$ cat src/rtl/gccb_pkg.sv
// Shared types and constants of the grid cell cover binner.
`timescale 1ns / 1ps
package gccb_pkg;

    localparam int MAX_SEGMENTS = 1024;
    localparam int MAX_SPAN     = 8;
    localparam int ID_WIDTH     = 16;

    localparam int COORD_W = 11;
    localparam int CELL_W  = 20;
    localparam int IDP_W   = 16;

    localparam logic [IDP_W-1:0] ID_MASK = (ID_WIDTH >= IDP_W) ? {IDP_W{1'b1}} :
        IDP_W'((33'd1 << ID_WIDTH) - 33'd1);

    localparam logic [1:0] REG_SCALE_X = 2'd0;
    localparam logic [1:0] REG_SCALE_Y = 2'd1;
    localparam logic [1:0] REG_CELLS_X = 2'd2;
    localparam logic [1:0] REG_CELLS_Y = 2'd3;

    typedef enum logic [1:0] {
        F_IDLE,
        F_MUL,
        F_PUSH
    } front_state_t;

    typedef struct packed {
        logic [COORD_W-1:0] first;
        logic [COORD_W-1:0] stop;
        logic               cut;
    } axis_t;

    typedef struct packed {
        logic [COORD_W-1:0] x_first;
        logic [COORD_W-1:0] x_stop;
        logic [COORD_W-1:0] y_first;
        logic [COORD_W-1:0] y_stop;
        logic [IDP_W-1:0]   id;
        logic               clip;
    } span_t;

endpackage

$ cat src/rtl/gccb_front.sv
// Front end: takes a particle and works out its cell span on both axes.
`timescale 1ns / 1ps
module gccb_front
    import gccb_pkg::*;
(
    input  logic               clk,
    input  logic               rst_n,
    input  logic               push,
    output logic               full,
    input  logic [15:0]        particle_id,
    input  logic signed [31:0] pos_x,
    input  logic signed [31:0] pos_y,
    input  logic [30:0]        radius,
    input  logic [31:0]        scale_x,
    input  logic [31:0]        scale_y,
    input  logic [COORD_W-1:0] seg_x,
    input  logic [COORD_W-1:0] seg_y,
    input  logic               q_full,
    output logic               q_push,
    output span_t              q_data
);

    front_state_t       state_reg, state_next;
    logic [1:0]         step_reg, step_next;
    logic [32:0]        sum_reg [4];
    logic [31:0]        prod_reg [4];
    logic [IDP_W-1:0]   id_reg;
    logic               accept;
    logic               mul_en;
    logic [31:0]        mul_a;
    logic [31:0]        mul_b;
    logic [63:0]        mul_p;
    axis_t              ax_x;
    axis_t              ax_y;
    logic               cover_empty;

    function automatic axis_t clamp_axis(
        input logic [32:0]        lo,
        input logic [32:0]        hi,
        input logic [31:0]        lo_p,
        input logic [31:0]        hi_p,
        input logic [31:0]        scale,
        input logic [COORD_W-1:0] n
    );
        axis_t              res;
        logic [31:0]        lo_cell;
        logic [32:0]        hi_cell;
        logic [COORD_W-1:0] hi_c;
        logic [COORD_W-1:0] lo_c;
        logic [COORD_W-1:0] diff;
        lo_cell = lo[32] ? 32'd0 : lo_p;
        if (hi[32])
        begin
            hi_cell = (scale == 32'd0) ? 33'd1 : 33'd0;
        end
        else
        begin
            hi_cell = {1'b0, hi_p} + 33'd1;
        end
        hi_c = (hi_cell > {{(33-COORD_W){1'b0}}, n}) ? n : hi_cell[COORD_W-1:0];
        lo_c = (lo_cell > {{(32-COORD_W){1'b0}}, hi_c}) ? hi_c : lo_cell[COORD_W-1:0];
        diff = hi_c - lo_c;
        res.first = lo_c;
        if (diff > COORD_W'(MAX_SPAN))
        begin
            res.stop = lo_c + COORD_W'(MAX_SPAN);
            res.cut  = 1'b1;
        end
        else
        begin
            res.stop = hi_c;
            res.cut  = 1'b0;
        end
        return res;
    endfunction

    assign accept = push && !full;

    always_comb
    begin
        state_next = state_reg;
        step_next  = step_reg;
        unique case (state_reg)
            F_IDLE:
            begin
                if (push)
                begin
                    state_next = F_MUL;
                    step_next  = 2'd0;
                end
            end
            F_MUL:
            begin
                step_next = step_reg + 2'd1;
                if (step_reg == 2'd3)
                begin
                    state_next = F_PUSH;
                end
            end
            F_PUSH:
            begin
                if (cover_empty || !q_full)
                begin
                    state_next = F_IDLE;
                end
            end
            default:
            begin
                state_next = F_IDLE;
            end
        endcase
    end

    always_comb
    begin
        full   = 1'b1;
        mul_en = 1'b0;
        q_push = 1'b0;
        unique case (state_reg)
            F_IDLE:  full   = 1'b0;
            F_MUL:   mul_en = 1'b1;
            F_PUSH:  q_push = !cover_empty && !q_full;
            default: full   = 1'b1;
        endcase
    end

    always_ff @(posedge clk or negedge rst_n)
    begin
        if (!rst_n)
        begin
            state_reg <= F_IDLE;
            step_reg  <= 2'd0;
        end
        else
        begin
            state_reg <= state_next;
            step_reg  <= step_next;
        end
    end

    assign mul_a = sum_reg[step_reg][31:0];
    assign mul_b = step_reg[1] ? scale_y : scale_x;
    assign mul_p = 64'(mul_a) * 64'(mul_b);

    always_ff @(posedge clk)
    begin
        if (accept)
        begin
            sum_reg[0] <= {pos_x[31], pos_x} - {2'b00, radius};
            sum_reg[1] <= {pos_x[31], pos_x} + {2'b00, radius};
            sum_reg[2] <= {pos_y[31], pos_y} - {2'b00, radius};
            sum_reg[3] <= {pos_y[31], pos_y} + {2'b00, radius};
            id_reg     <= particle_id & ID_MASK;
        end
        if (mul_en)
        begin
            prod_reg[step_reg] <= mul_p[63:32];
        end
    end

    assign ax_x = clamp_axis(sum_reg[0], sum_reg[1], prod_reg[0], prod_reg[1], scale_x, seg_x);
    assign ax_y = clamp_axis(sum_reg[2], sum_reg[3], prod_reg[2], prod_reg[3], scale_y, seg_y);
    assign cover_empty = (ax_x.first >= ax_x.stop) || (ax_y.first >= ax_y.stop);

    assign q_data.x_first = ax_x.first;
    assign q_data.x_stop  = ax_x.stop;
    assign q_data.y_first = ax_y.first;
    assign q_data.y_stop  = ax_y.stop;
    assign q_data.id      = id_reg;
    assign q_data.clip    = ax_x.cut || ax_y.cut;

endmodule

$ cat src/rtl/gccb_queue.sv
// Two-entry queue of cell spans between the front end and the enumerator.
`timescale 1ns / 1ps
module gccb_queue
    import gccb_pkg::*;
(
    input  logic  clk,
    input  logic  rst_n,
    input  logic  wr_en,
    input  span_t wr_data,
    output logic  q_full,
    input  logic  rd_en,
    output logic  q_empty,
    output span_t rd_data
);

    span_t      entry_reg [2];
    logic       wr_ptr_reg;
    logic       rd_ptr_reg;
    logic [1:0] count_reg;
    logic       do_wr;
    logic       do_rd;

    assign q_full  = (count_reg == 2'd2);
    assign q_empty = (count_reg == 2'd0);
    assign do_wr   = wr_en && !q_full;
    assign do_rd   = rd_en && !q_empty;
    assign rd_data = entry_reg[rd_ptr_reg];

    always_ff @(posedge clk or negedge rst_n)
    begin
        if (!rst_n)
        begin
            wr_ptr_reg <= 1'b0;
            rd_ptr_reg <= 1'b0;
            count_reg  <= 2'd0;
        end
        else
        begin
            if (do_wr)
            begin
                wr_ptr_reg <= !wr_ptr_reg;
            end
            if (do_rd)
            begin
                rd_ptr_reg <= !rd_ptr_reg;
            end
            if (do_wr && !do_rd)
            begin
                count_reg <= count_reg + 2'd1;
            end
            else if (do_rd && !do_wr)
            begin
                count_reg <= count_reg - 2'd1;
            end
        end
    end

    always_ff @(posedge clk)
    begin
        if (do_wr)
        begin
            entry_reg[wr_ptr_reg] <= wr_data;
        end
    end

endmodule

$ cat src/rtl/gccb_back.sv
// Back end: walks the covered cells of one span and emits one pair per cell.
`timescale 1ns / 1ps
module gccb_back
    import gccb_pkg::*;
(
    input  logic               clk,
    input  logic               rst_n,
    input  logic               q_empty,
    input  span_t              q_data,
    output logic               q_pop,
    input  logic [COORD_W-1:0] seg_x,
    output logic               empty,
    input  logic               pop,
    output logic [CELL_W-1:0]  cell_index,
    output logic [IDP_W-1:0]   owner_id,
    output logic               last,
    output logic               clipped
);

    span_t               span_reg;
    logic                busy_reg;
    logic [COORD_W-1:0]  cur_x_reg;
    logic [COORD_W-1:0]  cur_y_reg;
    logic                out_valid_reg;
    logic [CELL_W-1:0]   cell_reg;
    logic [IDP_W-1:0]    id_reg;
    logic                last_reg;
    logic                clip_reg;
    logic                advance;
    logic                emit;
    logic                y_end;
    logic                x_end;
    logic                load;
    logic [2*COORD_W-1:0] row_base;
    logic [CELL_W-1:0]   cell_next;

    assign advance = !out_valid_reg || pop;
    assign emit    = busy_reg && advance;
    assign y_end   = (cur_y_reg + COORD_W'(1)) == span_reg.y_stop;
    assign x_end   = (cur_x_reg + COORD_W'(1)) == span_reg.x_stop;
    assign load    = !q_empty && (!busy_reg || (emit && x_end && y_end));
    assign q_pop   = load;

    assign row_base  = {{COORD_W{1'b0}}, cur_y_reg} * {{COORD_W{1'b0}}, seg_x};
    assign cell_next = CELL_W'(row_base) + CELL_W'(cur_x_reg);

    always_ff @(posedge clk or negedge rst_n)
    begin
        if (!rst_n)
        begin
            busy_reg      <= 1'b0;
            out_valid_reg <= 1'b0;
        end
        else
        begin
            if (load)
            begin
                busy_reg <= 1'b1;
            end
            else if (emit && x_end && y_end)
            begin
                busy_reg <= 1'b0;
            end
            if (advance)
            begin
                out_valid_reg <= emit;
            end
        end
    end

    always_ff @(posedge clk)
    begin
        if (load)
        begin
            span_reg  <= q_data;
            cur_x_reg <= q_data.x_first;
            cur_y_reg <= q_data.y_first;
        end
        else if (emit)
        begin
            if (y_end)
            begin
                cur_y_reg <= span_reg.y_first;
                cur_x_reg <= cur_x_reg + COORD_W'(1);
            end
            else
            begin
                cur_y_reg <= cur_y_reg + COORD_W'(1);
            end
        end
        if (emit)
        begin
            cell_reg <= cell_next;
            id_reg   <= span_reg.id;
            last_reg <= x_end && y_end;
            clip_reg <= span_reg.clip;
        end
    end

    assign empty      = !out_valid_reg;
    assign cell_index = cell_reg;
    assign owner_id   = id_reg;
    assign last       = last_reg;
    assign clipped    = clip_reg;

endmodule

$ cat src/rtl/grid_cell_cover_binner.sv
// Top level of the grid cell cover binner: configuration registers and block wiring.
`timescale 1ns / 1ps
// The block takes one particle at a time (id, Q16.16 position and support radius)
// and emits one (cell_index, owner_id) pair for every grid cell covered by the
// square around it, x outer and y inner, with last set on the final pair and
// clipped set on every pair when a span was cut to eight cells.
// Input side: a transfer happens when push is high and full is low. The front
// end then forms the edges, runs the four products through the single 32 by
// 32 multiplier in turn and clamps the spans and queues them.
// Result side: a pair is on the ports while empty is low and is taken by pop.
// The enumerator emits one pair per cycle through its output register while
// pop keeps taking them; the first pair of a particle passes the span queue
// entry and the enumerator's span register first. A two-entry span queue
// lets the front end work on the next particle while pairs are still drained.
// A particle that covers no cell gives no pair. When pop stays low, the
// enumerator holds, the queue fills and full stays high until room returns.
// Reset clears all control state and sets scale 1.0 and one segment per axis.
// The user writes registers through the APB port only while idle (not enforced).
module grid_cell_cover_binner
    import gccb_pkg::*;
(
    input  logic               clk,
    input  logic               rst_n,
    input  logic               psel,
    input  logic               penable,
    input  logic               pwrite,
    input  logic [3:0]         paddr,
    input  logic [31:0]        pwdata,
    output logic [31:0]        prdata,
    output logic               pready,
    input  logic               push,
    output logic               full,
    input  logic [15:0]        particle_id,
    input  logic signed [31:0] pos_x,
    input  logic signed [31:0] pos_y,
    input  logic [30:0]        radius,
    output logic               empty,
    input  logic               pop,
    output logic [19:0]        cell_index,
    output logic [15:0]        owner_id,
    output logic               last,
    output logic               clipped
);

    logic [31:0]        scale_x_reg;
    logic [31:0]        scale_y_reg;
    logic [COORD_W-1:0] cells_x_reg;
    logic [COORD_W-1:0] cells_y_reg;
    logic [COORD_W-1:0] seg_x;
    logic [COORD_W-1:0] seg_y;
    logic               cfg_wr;
    logic [1:0]         reg_sel;
    logic               q_full;
    logic               q_empty;
    logic               q_push;
    logic               q_pop;
    span_t              q_wr_data;
    span_t              q_rd_data;

    assign pready  = 1'b1;
    assign reg_sel = paddr[3:2];
    assign cfg_wr  = psel && penable && pwrite && pready;

    always_ff @(posedge clk or negedge rst_n)
    begin
        if (!rst_n)
        begin
            scale_x_reg <= 32'h0001_0000;
            scale_y_reg <= 32'h0001_0000;
            cells_x_reg <= COORD_W'(1);
            cells_y_reg <= COORD_W'(1);
        end
        else if (cfg_wr)
        begin
            unique case (reg_sel)
                REG_SCALE_X: scale_x_reg <= pwdata;
                REG_SCALE_Y: scale_y_reg <= pwdata;
                REG_CELLS_X: cells_x_reg <= pwdata[COORD_W-1:0];
                REG_CELLS_Y: cells_y_reg <= pwdata[COORD_W-1:0];
                default:     scale_x_reg <= scale_x_reg;
            endcase
        end
    end

    always_comb
    begin
        unique case (reg_sel)
            REG_SCALE_X: prdata = scale_x_reg;
            REG_SCALE_Y: prdata = scale_y_reg;
            REG_CELLS_X: prdata = {{(32-COORD_W){1'b0}}, cells_x_reg};
            REG_CELLS_Y: prdata = {{(32-COORD_W){1'b0}}, cells_y_reg};
            default:     prdata = 32'd0;
        endcase
    end

    assign seg_x = ({6'd0, cells_x_reg} > 17'(MAX_SEGMENTS)) ? COORD_W'(MAX_SEGMENTS)
                                                           : cells_x_reg;
    assign seg_y = ({6'd0, cells_y_reg} > 17'(MAX_SEGMENTS)) ? COORD_W'(MAX_SEGMENTS)
                                                           : cells_y_reg;

    gccb_front u_front (
        .clk         (clk),
        .rst_n       (rst_n),
        .push        (push),
        .full        (full),
        .particle_id (particle_id),
        .pos_x       (pos_x),
        .pos_y       (pos_y),
        .radius      (radius),
        .scale_x     (scale_x_reg),
        .scale_y     (scale_y_reg),
        .seg_x       (seg_x),
        .seg_y       (seg_y),
        .q_full      (q_full),
        .q_push      (q_push),
        .q_data      (q_wr_data)
    );

    gccb_queue u_queue (
        .clk     (clk),
        .rst_n   (rst_n),
        .wr_en   (q_push),
        .wr_data (q_wr_data),
        .q_full  (q_full),
        .rd_en   (q_pop),
        .q_empty (q_empty),
        .rd_data (q_rd_data)
    );

    gccb_back u_back (
        .clk        (clk),
        .rst_n      (rst_n),
        .q_empty    (q_empty),
        .q_data     (q_rd_data),
        .q_pop      (q_pop),
        .seg_x      (seg_x),
        .empty      (empty),
        .pop        (pop),
        .cell_index (cell_index),
        .owner_id   (owner_id),
        .last       (last),
        .clipped    (clipped)
    );

endmodule
$ cat config.mk
export PLATFORM = sky130hd
export DESIGN_NAME = grid_cell_cover_binner
export DESIGN_NICKNAME = d
export VERILOG_FILES = /design/src/rtl/gccb_pkg.sv /design/src/rtl/gccb_front.sv /design/src/rtl/gccb_queue.sv /design/src/rtl/gccb_back.sv /design/src/rtl/grid_cell_cover_binner.sv
export SDC_FILE = /design/constraint.sdc
export NUM_CORES = 2
export LEC_CHECK = 0
export ABC_AREA = 1
export BUFFER_PORTS_ARGS = -buffer_cell sky130_fd_sc_hd__buf_2
export CORE_ASPECT_RATIO = 1.1
export CORE_MARGIN = 2
export CORE_UTILIZATION = 45
export CTS_BUF_LIST = sky130_fd_sc_hd__clkbuf_4 sky130_fd_sc_hd__clkbuf_8
export DETAILED_ROUTE_END_ITERATION = 7
export GPL_TIMING_DRIVEN = 0
export PLACE_DENSITY = 0.7
export SLEW_MARGIN = 20
export SYNTH_ARGS = -nofsm -noshare
export SYNTH_HDL_FRONTEND = slang
export SYNTH_SLANG_ARGS = --single-unit
$ cat constraint.sdc
create_clock -name clk -period 19.1 [get_ports clk]
set_clock_uncertainty 0.15 [all_clocks]
set_input_delay 3.82 -clock clk [delete_from_list [all_inputs] [get_ports clk]]
set_output_delay 3.82 -clock clk [all_outputs]
set_load 0.05 [all_outputs]
**Word-level counts from Yosys, hierarchy flattened**

Memories as Yosys holds them, arrays and structs flattened.
Index checks and enable logic that the tools add are counted.

- Register bits after elaboration: 222
- Memory bits (writable): 382
- Input bits: 154
- Output and inout port bits: 73
- Word-level logic and storage cells: 151
- Memories kept: 3

- $add $sub $neg: 16
- Multipliers: 2
- Order comparisons: 10
- Equal/unequal tests: 12
- Multiplexer cells: 41
- Reduce and logical (&&, ||, !) cells: 44

Memories:

| memory | depth | bits a word | read ports | clocked after memory_dff | write ports | line | source |
|---|---|---|---|---|---|---|---|
| u_front.sum_reg | 4 | 33 | 5 | 0 | 4 | gccb_front.sv:25 | `logic [32:0] sum_reg [4];` |
| u_front.prod_reg | 4 | 32 | 4 | 0 | 1 | gccb_front.sv:26 | `logic [31:0] prod_reg [4];` |
| u_queue.entry_reg | 2 | 61 | 1 | 0 | 1 | gccb_queue.sv:16 | `span_t entry_reg [2];` |

Operator list:

| operator | count |
|---|---|
| $mux 11 | 12 |
| $pmux 32 s4 | 1 |
| $mux 32 | 3 |
| $add 32x1->33 const B | 2 |
| $add 32x32->33 | 2 |
| $gt 33x11->1 | 2 |
| $mux 33 | 2 |
| $sub 32x32->33 | 2 |
| $gt 32x11->1 | 2 |
| $logic_not 32->1 | 2 |
| $mul 32x32->64 | 1 |
| $mux 12 | 2 |
| $add 11x1->11 const B | 2 |
| $add 11x4->11 const B | 2 |
| $eq 11x11->1 | 2 |
| $ge 11x11->1 | 2 |
| $gt 11x11->1 const B | 2 |
| $gt 11x4->1 const B | 2 |
| $sub 11x11->11 | 2 |
| $add 20x11->20 | 1 |
| $mul 11x11->20 | 1 |
| $logic_and 1x1->1 | 13 |
| $mux 1 | 13 |
| $mux 2 | 6 |
| 14 further kinds | 44 |

**Longest topological paths before layout**

- Word-level depth: 20
- Gate-level depth with buffers: 66
- Mapped depth without buffers: 63

**Hierarchy**

Synthesis repeated with hierarchy kept, for this count alone.

- Cell total of the unflattened synthesis: 8506
- Area total of the unflattened synthesis: 71412.2 sq um

By module, submodules not included:

| module | times used | cells each | area each (sq um) |
|---|---|---|---|
| gccb_front | 1 | 6680 | 53820.4 |
| gccb_back | 1 | 989 | 8981.1 |
| gccb_queue | 1 | 350 | 4674.5 |
| grid_cell_cover_binner | 1 | 487 | 3936.3 |

**Worst setup path after synthesis**

OpenSTA, ideal clock, no wires.

- Path kind: register to register
- Start: register cells_x_reg[7]
- End: memory u_queue.entry_reg[0][0] (netlist bit) (enable)
- Arrival: 10.579 ns
- Data required time: 18.470 ns
- Slack: 7.891 ns
- Cell stages (with the launch flop): 56
- Path through: dfrtp_1 -> inv_1 -> nand4_1 -> nor2_1 -> a31oi_1 -> nor2_1 -> clkinv_1 -> ha_1 -> nand2_1 -> nor4_1 -> nand2_1 -> inv_1 -> nand3_1 -> a21oi_4 -> nand3_4 -> inv_2 -> nand2_1 -> o21ai_2 -> [20 not listed] -> xor2_1 -> nand4_1 -> nor3_1 -> nand3_2 -> buf_6 -> o21ai_2 -> inv_2 -> ha_1 -> a21oi_1 -> o21ai_0 -> a21boi_0 -> o21ai_0 -> nand3_1 -> a21o_1 -> o211ai_1 -> nor3_1 -> inv_1 -> nor2_1

RTL lines:

| what | line | source |
|---|---|---|
| start: declaration | grid_cell_cover_binner.sv:47 | `logic [COORD_W-1:0] cells_x_reg;` |
| start signal: assignment | grid_cell_cover_binner.sv:78 | `REG_CELLS_X: cells_x_reg <= pwdata[COORD_W-1:0];` |
| end: declaration | gccb_queue.sv:16 |  |

==> reports/metrics.cfg <==
[route]
remaining_drc_errors = 0
drtAntennaViolNets = 0
drt_iter0_markers = 4885
vias_per_cell = 5.391
firstDrtPassIters = 6
wirelength_mm = 251.1
wl_per_cell_um = 22.64
vias = 59780

[synthesis]
async_reset_ff_share_pct = 15.95
synth_compound_area_share_pct = 6.634
seq_area_frac_synth_pct = 24.44
muxShareOfSynthArea_pct = 0.2676
synth_edf_count = 506
ys_ff_latch = 602
synthSimpleGateAreaFrac_pct = 18.29
synthCells = 8539
yosysTopAreaCell = fa_1
synth-adder-area-share_pct = 36.80
synth_area_um2 = 72010
synth.distinct_cells = 66
post_synth_xor_area_fraction_pct = 2.615
synth_flop_cell = edfxtp_1
yosys_warnings = 0
syn_avg_cell_area_um2 = 8.433
synth_top_family_by_area = adder cells
synth_area_leaders = fa_1 28%, edfxtp_1 21%, nand2_1 11%
syn_nets = 10220
synth.top_cell.area_share_pct = 27.55

[grt]
track_usage_pct = 30.95
grt_pass1_vias = 61880
grt.overflow.total = 0
antenna_found_initial = 26
grt_max_degree = 82
grt_pass1_wl_mm = 375.7

[critical_path]
endpoint = u_queue.entry_reg[0][7]
max_stage_delay_ns = 0.86
r2r_end = u_queue.entry_reg[0][7]
cp.required_ns = 19.44
critPathMaxFanout = 24
rrSetupSlack_ns = 6.28
crit_type = reg2reg
cp-startpoint = cells_x_reg[0]
startpoint_type = flop
crit_arrival_ns = 13.17
rr_worst_depth = 56
crit_path_end_kind = flop
rr_startpoint = cells_x_reg[0]
crit_slowest_cell = nor2_1

[layout]
multi_input_area_um2 = 46630
drive_gt1_share_pct = 6.933
areaGrowthSynthToFinish_pct = 9.279
largest_reg_flops = 130
final_cell_mix = 2150 x nand2_1, 1712 x inv_1, 991 x fa_1
fillers = 15180
final_common_cell = nand2_1
register_area_um2 = 17600
layout.nets = 10580

[timing]
whs_ns = 0.2676
rsz0062_at_grt = no
slew_headroom_pct = 12.85
maxSlewViolCount = 0
tns_ns = 0
setup_viol = 0
hold_viol = 0
worstMarginPinSlew_ns = 1.307
fin_crit_sh_pct = 67.12
period_needed_ns = 12.82
timing.fmax_ghz = 0.07800

[floorplan]
coreArea_um2 = 158500
die_h_um = 423.5
rows = 153
initial_core_util_pct = 45.43
fp.dieW_um = 385.4
pin_count = 227
die_area_um2 = 163200

[place]
dp_hpwl_mm = 211.4
port_buffers = 223
gp_congestion = 1.027

[clock_network]
clock_latency_ns = 0.84
ctsHoldBuffers = 0
htree_levels = 3
clk_pin_slew_ns = 0.07
clock-sinks = 602
clk_path_buf_depth = 3
cts_setup_buffers = 0
cts_buffers = 107
cts_root_buffer = clkbuf_8
cts-resized-gates = 0
cts_tree = yes

[run_status]
outcome = completed

[worst_hold_path]
hold_path.class = reg2reg

[run]
cap_violations = 0

synth_stat cells, types with 39 or more instances:
master and number:
nand2_1 2150, nand4_1 49, clkbuf_1 257, o21ai_0 327, ha_1 532, dfrtp_1 92
nand3_1 247, xor2_1 187, a21oi_1 305, nor3_1 39, nor2_1 641, inv_1 1712
edfxtp_1 506, fa_1 991
worst min-delay path by stage:
stage,from,end,slack (ns),cells after the start
5_1_grt,u_back.span_reg[3],u_back.owner_id[2],0.27,0
3_3_place_gp,u_back.span_reg[12],u_back.owner_id[11],0.25,0
3_5_place_dp,u_back.span_reg[10],u_back.owner_id[9],0.25,0
6_report,u_back.span_reg[3],u_back.owner_id[2],0.27,0
4_1_cts,u_back.span_reg[3],u_back.owner_id[2],0.27,0
2_1_floorplan,u_back.span_reg[0],u_back.clipped,0.25,0
area by class of cell:
| class | instances | share of cell area [%] |
|---|---|---|
| Tap cell | 2092 | 3.326 |
| Sequential cell | 602 | 22.37 |
| Antenna cell | 11 | 0.03498 |
| Clock buffer | 148 | 2.326 |
| Inverter | 1777 | 8.486 |
| Buffer | 301 | 1.533 |
| Timing Repair Buffer | 252 | 2.000 |
| Clock inverter | 47 | 0.6631 |
| Multi-Input combinational cell | 5859 | 59.26 |
cells by family after synthesis:
kind of cell / count (synthesis)
other cells: 1
flops: 602
simple gates: 3254
compound gates: 847
fa+ha+maj: 1523
xor+xnor: 215
buf+inv: 2078
mux: 19
worst max-delay path: cells and delay by family (launching register included):
kind	cells	cell delay, ns
xor+xnor	1	0.17
flops	1	0.37
fa+ha+maj	5	1.92
compound gates	18	3.63
buf+inv	13	2.55
simple gates	19	3.61
routing by layer:
| metal | part of all wire, % | routed length [um] | track usage (%) | vias to the layer above |
|---|---|---|---|---|
| met5 | 0.048 | 120 | 0 | - |
| met4 | 7.5 | 18840 | 19.56 | 16 |
| met3 | 9.3 | 23270 | 7.710 | 758 |
| met2 | 46 | 116400 | 50.37 | 2734 |
| met1 | 37 | 92480 | 36.50 | 29320 |
| li1 | - | - | - | 26950 |
per-stage QoR:
step                      instances  utilization [%]  cell area (um2)  setup WS (ns)
after floorplan                8539                -            72010          7.891
after global placement        10850            47.78            75740          3.374
after detailed placement      10880            48.14            76310          6.607
after CTS                     11080            49.63            78660          6.502
after global routing          11080            49.64            78680          5.416
final                         11090            49.64            78690          6.280
Power is left out: the tool's default activity adds up to more than one toggle a clock period on the data nets, which glitch-free logic cannot reach.
